===== src/hdl/rlfe_pkg.sv =====
package rlfe_pkg;

	localparam int unsigned COUNT_W = 16;
	localparam logic [COUNT_W-1:0] MAX_PIXELS_RESET = 16'd64;

	localparam logic [2:0] LAST_COLOUR_STEP = 3'd5;
	localparam logic [2:0] LATCH_STEP = 3'd6;

	localparam logic [11:0] SYMBOL_ONES = 12'h924;
	localparam logic [11:0] LATCH_FRAME = 12'h000;

	typedef struct packed {
		logic [7:0] green;
		logic [7:0] red;
		logic [7:0] blue;
		logic       send_colour;
		logic       send_latch;
	} pixel_job_t;

	typedef struct packed {
		logic       valid;
		pixel_job_t job;
	} job_head_t;

	function automatic logic [11:0] encode_nibble(input logic [3:0] nib);
		logic [11:0] f;
		f = SYMBOL_ONES;
		f[10] = nib[3];
		f[7] = nib[2];
		f[4] = nib[1];
		f[1] = nib[0];
		return f;
	endfunction

endpackage


===== src/hdl/rlfe_front.sv =====
module rlfe_front (
	input  logic                    clk,
	input  logic                    arst_n,
	input  logic                    cfg_wen,
	input  logic [15:0]             cfg_wdata,
	input  logic                    s_tvalid,
	output logic                    s_tready,
	input  logic [23:0]             s_tdata,
	input  logic                    s_tlast,
	input  logic                    push_ready,
	output logic                    push_valid,
	output rlfe_pkg::pixel_job_t    push_job
);

	logic [rlfe_pkg::COUNT_W-1:0] max_pixels_q;
	logic [rlfe_pkg::COUNT_W-1:0] pixel_count_q;
	logic [rlfe_pkg::COUNT_W-1:0] next_count;
	logic                         accept;
	logic                         fits;
	logic                         latch;

	assign s_tready = push_ready;
	assign accept = s_tvalid & s_tready;
	assign fits = pixel_count_q < max_pixels_q;
	assign next_count = fits ? pixel_count_q + 16'd1 : pixel_count_q;
	assign latch = s_tlast & (next_count != '0);

	assign push_valid = accept & (fits | latch);
	assign push_job.red = s_tdata[7:0];
	assign push_job.green = s_tdata[15:8];
	assign push_job.blue = s_tdata[23:16];
	assign push_job.send_colour = fits;
	assign push_job.send_latch = latch;

	always_ff @(posedge clk or negedge arst_n) begin
		if (!arst_n) begin
			max_pixels_q <= rlfe_pkg::MAX_PIXELS_RESET;
			pixel_count_q <= '0;
		end else begin
			if (cfg_wen) begin
				max_pixels_q <= cfg_wdata;
			end
			if (accept) begin
				pixel_count_q <= latch ? '0 : next_count;
			end
		end
	end

endmodule


===== src/hdl/rlfe_queue.sv =====
module rlfe_queue (
	input  logic                 clk,
	input  logic                 arst_n,
	input  logic                 push_valid,
	output logic                 push_ready,
	input  rlfe_pkg::pixel_job_t push_job,
	output rlfe_pkg::job_head_t  head,
	input  logic                 pop
);

	rlfe_pkg::pixel_job_t slot_q [2];
	logic       wr_ptr_q;
	logic       rd_ptr_q;
	logic [1:0] fill_q;
	logic       do_push;
	logic       do_pop;

	assign push_ready = fill_q != 2'd2;
	assign do_push = push_valid & push_ready;
	assign do_pop = pop & (fill_q != 2'd0);
	assign head.valid = fill_q != 2'd0;
	assign head.job = slot_q[rd_ptr_q];

	always_ff @(posedge clk) begin
		if (do_push) begin
			slot_q[wr_ptr_q] <= push_job;
		end
	end

	always_ff @(posedge clk or negedge arst_n) begin
		if (!arst_n) begin
			wr_ptr_q <= 1'b0;
			rd_ptr_q <= 1'b0;
			fill_q <= 2'd0;
		end else begin
			if (do_push) begin
				wr_ptr_q <= ~wr_ptr_q;
			end
			if (do_pop) begin
				rd_ptr_q <= ~rd_ptr_q;
			end
			unique case ({do_push, do_pop})
				2'b10: fill_q <= fill_q + 2'd1;
				2'b01: fill_q <= fill_q - 2'd1;
				default: fill_q <= fill_q;
			endcase
		end
	end

endmodule


===== src/hdl/rlfe_back.sv =====
module rlfe_back (
	input  logic                clk,
	input  logic                arst_n,
	input  rlfe_pkg::job_head_t head,
	output logic                pop,
	output logic                m_tvalid,
	input  logic                m_tready,
	output logic [15:0]         m_tdata,
	output logic                m_tuser,
	output logic                m_tlast
);

	logic [2:0]  step_q;
	logic [2:0]  idx;
	logic        m_tvalid_q;
	logic [11:0] frame_q;
	logic        latch_q;
	logic        load;
	logic        final_frame;
	logic        is_latch;
	logic [3:0]  nib;

	assign idx = head.job.send_colour ? step_q : rlfe_pkg::LATCH_STEP;
	assign is_latch = idx == rlfe_pkg::LATCH_STEP;
	assign final_frame = is_latch
		| ((idx == rlfe_pkg::LAST_COLOUR_STEP) & ~head.job.send_latch);
	assign load = head.valid & (~m_tvalid_q | m_tready);
	assign pop = load & final_frame;

	always_comb begin
		unique case (idx)
			3'd0: nib = head.job.green[7:4];
			3'd1: nib = head.job.green[3:0];
			3'd2: nib = head.job.red[7:4];
			3'd3: nib = head.job.red[3:0];
			3'd4: nib = head.job.blue[7:4];
			3'd5: nib = head.job.blue[3:0];
			default: nib = 4'd0;
		endcase
	end

	always_ff @(posedge clk) begin
		if (load) begin
			frame_q <= is_latch ? rlfe_pkg::LATCH_FRAME : rlfe_pkg::encode_nibble(nib);
			latch_q <= is_latch;
		end
	end

	always_ff @(posedge clk or negedge arst_n) begin
		if (!arst_n) begin
			m_tvalid_q <= 1'b0;
			step_q <= 3'd0;
		end else begin
			if (load) begin
				m_tvalid_q <= 1'b1;
				step_q <= final_frame ? 3'd0 : step_q + 3'd1;
			end else if (m_tready) begin
				m_tvalid_q <= 1'b0;
			end
		end
	end

	assign m_tvalid = m_tvalid_q;
	assign m_tdata = {4'd0, frame_q};
	assign m_tuser = latch_q;
	assign m_tlast = latch_q;

endmodule


===== src/hdl/rgb_led_frame_encoder_top.sv =====
// RGB LED frame encoder. Pixels enter on the slave stream and leave as serial
// frames on the master stream. Each pixel yields six 12-bit frames, green high
// nibble first and blue low nibble last, each colour bit sent as the symbol
// 1, b, 0. Pixels beyond the strip length held in the configuration register
// are dropped. A pixel marked by tlast ends the transfer: if any pixel of it
// was sent, an all-zero latch frame follows with tuser and tlast high.
// The first frame of a pixel passes through a queue slot and then the frame
// output register before it is valid. That register sends one word per cycle
// while the queue holds a pixel and the receiver is ready, and sets the pace.
// A two-entry queue between the input side and the frame generator lets new
// pixels be taken while frames are still going out. When the receiver stalls,
// the current word holds, the queue fills, and then s_tready falls until room
// frees up. Reset clears the queue, the output and the pixel count, and sets
// the strip length to 64. The user writes the strip length through cfg_wen and
// cfg_wdata only while the block is idle; the block does not enforce this.
module rgb_led_frame_encoder_top (
	input  logic        clk,
	input  logic        arst_n,
	input  logic        cfg_wen,
	input  logic [15:0] cfg_wdata,
	input  logic        s_tvalid,
	output logic        s_tready,
	input  logic [23:0] s_tdata,   // red [7:0], green [15:8], blue [23:16]
	input  logic        s_tlast,   // last_pixel
	output logic        m_tvalid,
	input  logic        m_tready,
	output logic [15:0] m_tdata,   // frame [11:0], zero [15:12]
	output logic        m_tuser,   // reset_phase
	output logic        m_tlast    // last
);

	logic                 push_ready;
	logic                 push_valid;
	rlfe_pkg::pixel_job_t push_job;
	rlfe_pkg::job_head_t  head;
	logic                 pop;

	rlfe_front u_front (
		.clk        (clk),
		.arst_n     (arst_n),
		.cfg_wen    (cfg_wen),
		.cfg_wdata  (cfg_wdata),
		.s_tvalid   (s_tvalid),
		.s_tready   (s_tready),
		.s_tdata    (s_tdata),
		.s_tlast    (s_tlast),
		.push_ready (push_ready),
		.push_valid (push_valid),
		.push_job   (push_job)
	);

	rlfe_queue u_queue (
		.clk        (clk),
		.arst_n     (arst_n),
		.push_valid (push_valid),
		.push_ready (push_ready),
		.push_job   (push_job),
		.head       (head),
		.pop        (pop)
	);

	rlfe_back u_back (
		.clk      (clk),
		.arst_n   (arst_n),
		.head     (head),
		.pop      (pop),
		.m_tvalid (m_tvalid),
		.m_tready (m_tready),
		.m_tdata  (m_tdata),
		.m_tuser  (m_tuser),
		.m_tlast  (m_tlast)
	);

endmodule


===== config.mk =====
export PLATFORM = sky130hd
export DESIGN_NAME = rgb_led_frame_encoder_top
export DESIGN_NICKNAME = d
export VERILOG_FILES = /design/src/hdl/rlfe_pkg.sv /design/src/hdl/rlfe_front.sv /design/src/hdl/rlfe_queue.sv /design/src/hdl/rlfe_back.sv /design/src/hdl/rgb_led_frame_encoder_top.sv
export SDC_FILE = /design/constraint.sdc
export NUM_CORES = 1
export LEC_CHECK = 0
export ABC_AREA = 1
export BUFFER_PORTS_ARGS = -buffer_cell sky130_fd_sc_hd__buf_2
export CAP_MARGIN = 20
export CORE_UTILIZATION = 40
export DETAILED_ROUTE_END_ITERATION = 16
export PLACE_DENSITY = 0.58
export SLEW_MARGIN = 5
export SYNTH_ARGS = -nofsm -noshare
export SYNTH_HDL_FRONTEND = slang
export SYNTH_SLANG_ARGS = --single-unit

===== constraint.sdc =====
create_clock -name clk -period 4.3 [get_ports clk]
set_input_delay 0.43 -clock clk [delete_from_list [all_inputs] [get_ports clk]]
set_output_delay 0.43 -clock clk [all_outputs]
set_load 0.03 [all_outputs]

== Word-level counts from Yosys, hierarchy flattened ==
Memories as Yosys holds them, arrays and structs flattened.
Cells that the tools add are included.

* Output and inout port bits: 20
* Memory bits (writable): 52
* Word-level logic and storage cells: 56
* Register bits: 53
* Latch bits: 0
* Memories: 1
* ROM bits: 0
* Input bits: 46

* Equality and inequality tests: 9
* Add/sub/neg operators: 4
* Reductions and logical operators: 5
* Order comparisons: 1
* Div/mod/pow operators: 0
* Multiplexer cells: 11
* Bitwise logic cells: 15
* $mul: 0
* Shift-type cells: 0

{| class="wikitable"
|+ Memory list
! name !! depth !! width !! rd ports !! clocked after memory_dff !! write ports !! line !! text
|-
| u_queue.slot_q || 2 || 26 || 1 || 0 || 1 || rlfe_queue.sv:11 || <nowiki>rlfe_pkg::pixel_job_t slot_q [2];</nowiki>
|}

{| class="wikitable"
|+ Operators with widths
! cell !! count
|-
| $mux 16 || 2
|-
| $pmux 4 s6 || 1
|-
| $add 16x1->16 const B || 1
|-
| $lt 16x16->1 || 1
|-
| $reduce_bool 16->1 || 1
|-
| $mux 12 || 1
|-
| $eq 3x3->1 const B || 3
|-
| $and 1x1->1 || 8
|-
| $eq 3x2->1 const B || 2
|-
| $mux 3 || 2
|-
| $reduce_bool 2->1 || 3
|-
| $mux 1 || 4
|-
| $not 1->1 || 4
|-
| $pmux 2 s2 || 1
|-
| $add 3x1->3 const B || 1
|-
| $eq 3x1->1 const B || 1
|-
| $logic_not 3->1 || 1
|-
| $or 1x1->1 || 3
|-
| $add 2x1->2 const B || 1
|-
| $eq 2x1->1 const B || 1
|-
| $eq 2x2->1 const B || 1
|-
| $ne 2x2->1 const B || 1
|-
| $sub 2x1->2 const B || 1
|}

== Depth between registers and ports, before layout ==
* Depth in word-level cells: 9
* Depth in mapped cells: 24
* Gate-level depth less buffers: 24

== Cells and area by module ==
From an unflattened synthesis, not the netlist that was laid out.

* Cell total of the unflattened synthesis: 634
* Area, all modules: 5460.2 um2

{| class="wikitable"
|+ Modules (own cells, without submodules)
! module !! seq. area each (um2) !! area each (um2) !! cells an instance !! instances
|-
| rlfe_front || 802.0 || 2519.9 || 360 || 1
|-
| rlfe_queue || 1661.6 || 2150.8 || 165 || 1
|-
| rlfe_back || 280.3 || 789.5 || 109 || 1
|}

== Worst setup path before layout ==
No wires, ideal clock.

* Kind: register -> register
* From: register u_front.pixel_count_q[13] in the netlist's numbering
* To: memory u_queue.slot_q[1][0] in the netlist's numbering (enable)
* Data required time: 3.891 ns
* Clock period less this slack: 3.570 ns
* Library setup time: 0.409 ns
* Arrival time: 3.161 ns
* Stages on the path, launching flop included: 18
* Slack: 0.730 ns
* Path buffers: 1
* Cell sequence: dfrtp_1 > ha_1 > a21oi_1 > nor2_1 > nor2_1 > nand2_1 > a21oi_4 > buf_2 > nand3_1 > nand2_2 > nor2_1 > nand2_1 > nor2_1 > nand2_1 > nand2_4 > nand2_2 > nand2_2 > nor2_1

* Longest elaborated chain between the ends: 9
* Elaborated cells between the ends (all ways): 10
* Classes of those cells: add/sub (1); order compare (1); mux (3); bitwise (4); reduce/logical (1)

{| class="wikitable"
|+ Ends and longest elaborated chain
! item !! line !! text
|-
| start, declared || rlfe_front.sv:16 || <nowiki>logic [rlfe_pkg::COUNT_W-1:0] pixel_count_q;</nowiki>
|-
| start signal, assigned || rlfe_front.sv:44 || <nowiki>pixel_count_q <= latch ? '0 : next_count;</nowiki>
|-
| $add 16x1->16 / $lt 16x16->1 (equally long branches) || rlfe_front.sv:25, rlfe_front.sv:24 ||
|-
| $mux 16 || rlfe_front.sv:25 || <nowiki>assign next_count = fits ? pixel_count_q + 16'd1 : pixel_count_q;</nowiki>
|-
| $reduce_bool 16->1 || rlfe_front.sv:26 || <nowiki>assign latch = s_tlast & (next_count != '0);</nowiki>
|-
| $and 1x1->1 || rlfe_front.sv:26 ||
|-
| $or 1x1->1 * || rlfe_front.sv:28 || <nowiki>assign push_valid = accept & (fits | latch);</nowiki>
|-
| $and 1x1->1 * || rlfe_front.sv:28 ||
|-
| $and 1x1->1 * || rlfe_queue.sv:19 || <nowiki>assign do_push = push_valid & push_ready;</nowiki>
|-
| $mux 1 * || rlfe_queue.sv:25 || <nowiki>if (do_push) begin</nowiki>
|-
| $mux 1 (implied by the code) * || rlfe_queue.sv:26 || <nowiki>slot_q[wr_ptr_q] <= push_job;</nowiki>
|-
| end, declared || rlfe_queue.sv:11 ||
|}

Every way passes the cells marked *; elsewhere a longest branch is shown, timed or not.

== Worst setup path after layout ==
* From: register u_front.pixel_count_q[11] in the netlist's numbering
* To: register u_queue.fill_q[1]

* Longest elaborated chain between the ends: 9
* Elaborated cells between the ends (all ways): 12
* Classes of those cells: add/sub (1); order compare (1); eq/ne (2); mux (2); bitwise (4); reduce/logical (2)

{| class="wikitable"
|+ Ends and longest elaborated chain
! item !! line !! text
|-
| $add 16x1->16 / $lt 16x16->1 (equally long branches) || rlfe_front.sv:25, rlfe_front.sv:24 ||
|-
| $mux 16 || rlfe_front.sv:25 ||
|-
| $reduce_bool 16->1 || rlfe_front.sv:26 ||
|-
| $and 1x1->1 || rlfe_front.sv:26 ||
|-
| $or 1x1->1 * || rlfe_front.sv:28 ||
|-
| $and 1x1->1 * || rlfe_front.sv:28 ||
|-
| $and 1x1->1 * || rlfe_queue.sv:19 ||
|-
| $eq 2x1->1 / $eq 2x2->1 (equally long branches) || rlfe_queue.sv:42 || <nowiki>unique case ({do_push, do_pop})</nowiki>
|-
| $pmux 2 s2 / $reduce_bool 2->1 (equally long branches) || - ||
|-
| end signal, assigned || rlfe_queue.sv:43 || <nowiki>2'b10: fill_q <= fill_q + 2'd1;</nowiki>
|-
| end signal, assigned || rlfe_queue.sv:44 || <nowiki>2'b01: fill_q <= fill_q - 2'd1;</nowiki>
|-
| end signal, assigned || rlfe_queue.sv:45 || <nowiki>default: fill_q <= fill_q;</nowiki>
|-
| end, declared || rlfe_queue.sv:14 || <nowiki>logic [1:0] fill_q;</nowiki>
|}

Marks and branches as above.
A chain may end at the register's enable or synchronous reset.

==> flow_summary.toml <==
[synthesis]
ys_seq_elements = 98
number_of_cells_produced_by_synthesis = 542
syn_avg_cell_area_sq_um = 9.30
synth_commonest_cells = "sky130_fd_sc_hd__nand2_1 (151), sky130_fd_sc_hd__edfxtp_1 (58), sky130_fd_sc_hd__inv_1 (53)"
ys_warn_count = 0
yosys-top-cells-area = "sky130_fd_sc_hd__edfxtp_1 (35%), sky130_fd_sc_hd__dfrtp_1 (19%), sky130_fd_sc_hd__nand2_1 (11%), sky130_fd_sc_hd__ha_1 (4.5%), sky130_fd_sc_hd__inv_1 (3.9%)"
yosysMostFrequentCell = "sky130_fd_sc_hd__nand2_1"
synth_edf_count = 58
synth_sequential_area_ratio_pct = 54.4
synth_flop_cell = "sky130_fd_sc_hd__edfxtp_1"
synth_area_sq_um = 5040
yosys.area.top_type = "sky130_fd_sc_hd__edfxtp_1"
netlist.area_leader.share_pct = 34.5
synthArstFlopShare_pct = 40.8
unique_cell_type_count_in_the_yosys_netlist = 35

[sta]
timing.setup.tns_ps = 0
finalHoldViolations = 0
tightestPinTransition_ps = 1050
setup_skew_ps = 6.43
f_max_mhz = 285
final.period_utilization_pct = 81.7
final_max_slew_violation_count = 0
time_the_worst_path_needs_with_i_o_delays_and_setup_ps = 3510
maxSlewHeadroom_pct = 30.0
setup_repair_after_global_routing_missed_its_margin = "no"
setup-violations-final = 0

[drt]
routed_wire_length_per_instance_um = 13.1
first_iter_violations = 272
route.vias.total = 3655
viasPerCell = 4.77
dr.pass1.iters = 5
route.antenna.remaining_nets = 0
drt_drc_violations_left = 0
drt_wl_total_um = 10000

[cts]
clock_latency_ps = 350
clock_path_buffers = 2
cts_root_buf = "sky130_fd_sc_hd__clkbuf_16"
cts_setup_buffers = 0
cts-htree-levels = 3
cts_resized = 0
num_cts_buffers = 9
ctsHoldBuffers = 0
clock_sinks = 98
path_clk_slew_ps = 70
cts_tree = "yes"

[outcome]
run_status = "finished clean"

[pwr]
power.density_nw_per_um2 = 532
power_leakage_uw = 0.00257
peakVddDrop_mv = 0.214

[worst_setup_path]
slowest_delay_ps = 490
worstPathRequired_ps = 4530
cpMaxStageDelayCell = "sky130_fd_sc_hd__dfrtp_1"
critPathMaxFanout = 18
cpMostUsedCell = "sky130_fd_sc_hd__nand2_1"
crit_path_cell_trace = "ha_1, a21oi_1, o21ai_1, a21oi_4, nand2_4, nand2_1, nand2_1, nor2_1, nand2_1, nor2_1, nand2_1, nand2_4, nand2_2, nand2_2, ha_1, a21oi_1, o21ai_0, xor2_1"
worst-endpoint-arrival_ps = 3740
timing.critical_path.to_type = "flop"
cp-start-kind = "flop"
critPathKind = "reg -> reg"

[grt]
largest_net_degree_at_the_start_of_global_routing = 41
grt_pass1_vias = 3527
grt-ovfl-total = 0
grt_antenna_before_repair = 0
wire_length_of_the_first_global_routing_pass_um = 17200
grt_usage_pct = 17.1

[min_path]
worstHoldPathType = "in -> async"

[die]
num_rows = 40
core_area_sq_um = 12200
floorplan.die_area_sq_um = 13100
start_util_pct = 41.5
die_height_um = 114
boundaryPins = 66
die_x_um = 114

[finish]
number_of_inserted_diodes = 0
drive_gt1_share_pct = 18.5
synthToLayoutAreaGrowth_pct = 13.1
final_nets = 658
post_layout_instance_area_sq_um = 5700

[placed_design]
quantity_of_i_o_buffers_inserted_on_ports = 57
placement_cell_area_sq_um = 5420
global_placement_routability_congestion = 0.856
hpwl_um = 7180

[run]
timing.max_cap.violations = 0
## cell families (layout without fill, tap and decap cells)
kind of cell / count (synthesis) / after routing / share of synthesized area (%)
mux: 2 / 2 / 0.422
simple gates: 258 / 258 / 23.0
xor+xnor: 13 / 13 / 2.26
compound gates: 69 / 69 / 7.64
flops: 98 / 98 / 54.4
fa+ha+maj: 18 / 18 / 4.47
other cells: 1 / 8 / 0.0744
buf+inv: 83 / 133 / 7.74
## power by group
group          leakage, uW  switching [uW]  internal [uW]
registers          0.00104             133           1250
logic              0.00138             614            261
clock network     0.000140             371            403
total              0.00257            1120           1920
## worst max-delay path, delay by kind of cell, from the launching register on
family	cells	cell delay, ps
XOR/XNOR	1	150
AND/OR/NAND/NOR	10	1180
AO/OA/AOI/OAI	5	960
adder cells (fa/ha/maj)	2	610
flip-flops	1	490
## layout make-up
cell class,count,area (sq um)
Sequential cell,98,2740
Timing Repair Buffer,61,315
Inverter,56,210
Clock inverter,7,58.8
Tap cell,168,210
Fill cell,1157,6460
Multi-Input combinational cell,368,1940
Clock buffer,9,225
## sequential cells by signal, indices dropped and copies added, names as in the netlist
register	flops
u_back.frame_q	5
u_back.m_tlast	1
u_back.m_tvalid	1
u_back.step_q	3
u_front.max_pixels_q	16
u_front.pixel_count_q	16
u_queue.fill_q	2
u_queue.rd_ptr_q	1
u_queue.slot_q	52
u_queue.wr_ptr_q	1
## cell usage in the layout, fill, tap and decap left out, types with 6 or more instances in the layout
cell	n
sky130_fd_sc_hd__a21oi_1	32
sky130_fd_sc_hd__buf_2	57
sky130_fd_sc_hd__clkbuf_16	9
sky130_fd_sc_hd__conb_1	8
sky130_fd_sc_hd__dfrtp_1	39
sky130_fd_sc_hd__edfxtp_1	58
sky130_fd_sc_hd__ha_1	18
sky130_fd_sc_hd__inv_1	53
sky130_fd_sc_hd__nand2_1	151
sky130_fd_sc_hd__nand2_2	6
sky130_fd_sc_hd__nand3_1	36
sky130_fd_sc_hd__nand3_2	7
sky130_fd_sc_hd__nor2_1	33
sky130_fd_sc_hd__nor3_1	8
sky130_fd_sc_hd__o21ai_0	27
sky130_fd_sc_hd__o21ai_2	7
sky130_fd_sc_hd__xor2_1	12
## through the flow
| step | std cells | setup WS [ps] | utilization (%) | hold WS, ps | power (uW) |
|---|---|---|---|---|---|
| 2_1_floorplan | 549 | 730 | - | 134 | 2040 |
| 3_3_place_gp | 751 | 897 | 44.5 | 456 | 2270 |
| 3_5_place_dp | 751 | 868 | 44.5 | 466 | 2290 |
| 4_1_cts | 767 | 841 | 46.9 | 255 | 3070 |
| 5_1_grt | 767 | 468 | 46.9 | 252 | 3250 |
| 6_report | 767 | 789 | 46.9 | 215 | 3030 |
## final timing paths
| check | start | to | slack, ps | depth (start not counted) |
|---|---|---|---|---|
| max | u_front.pixel_count_q[11] | u_queue.fill_q[1] | 790 | 18 |
| min | arst_n | u_front.max_pixels_q[3] | 210 | 1 |
| max reg2reg | u_front.pixel_count_q[11] | u_queue.fill_q[1] | 790 | 18 |
| min reg2reg | u_queue.wr_ptr_q | u_queue.wr_ptr_q | 490 | 2 |
| max in group asynchronous | arst_n | u_front.pixel_count_q[6] | 3510 | 1 |
| min in group clk | s_tdata[23] | u_queue.slot_q[1][9] | 270 | 1 |
## per-layer routing
layer	GRT usage, %	vias to the layer above	routed length, um
met4	6.67	0	133
met2	25.3	91	4420
met1	24.9	1674	4930
met3	3.18	13	556
met5	0	-	0
li1	-	1877	-
Power figures use the tool's default switching activity.
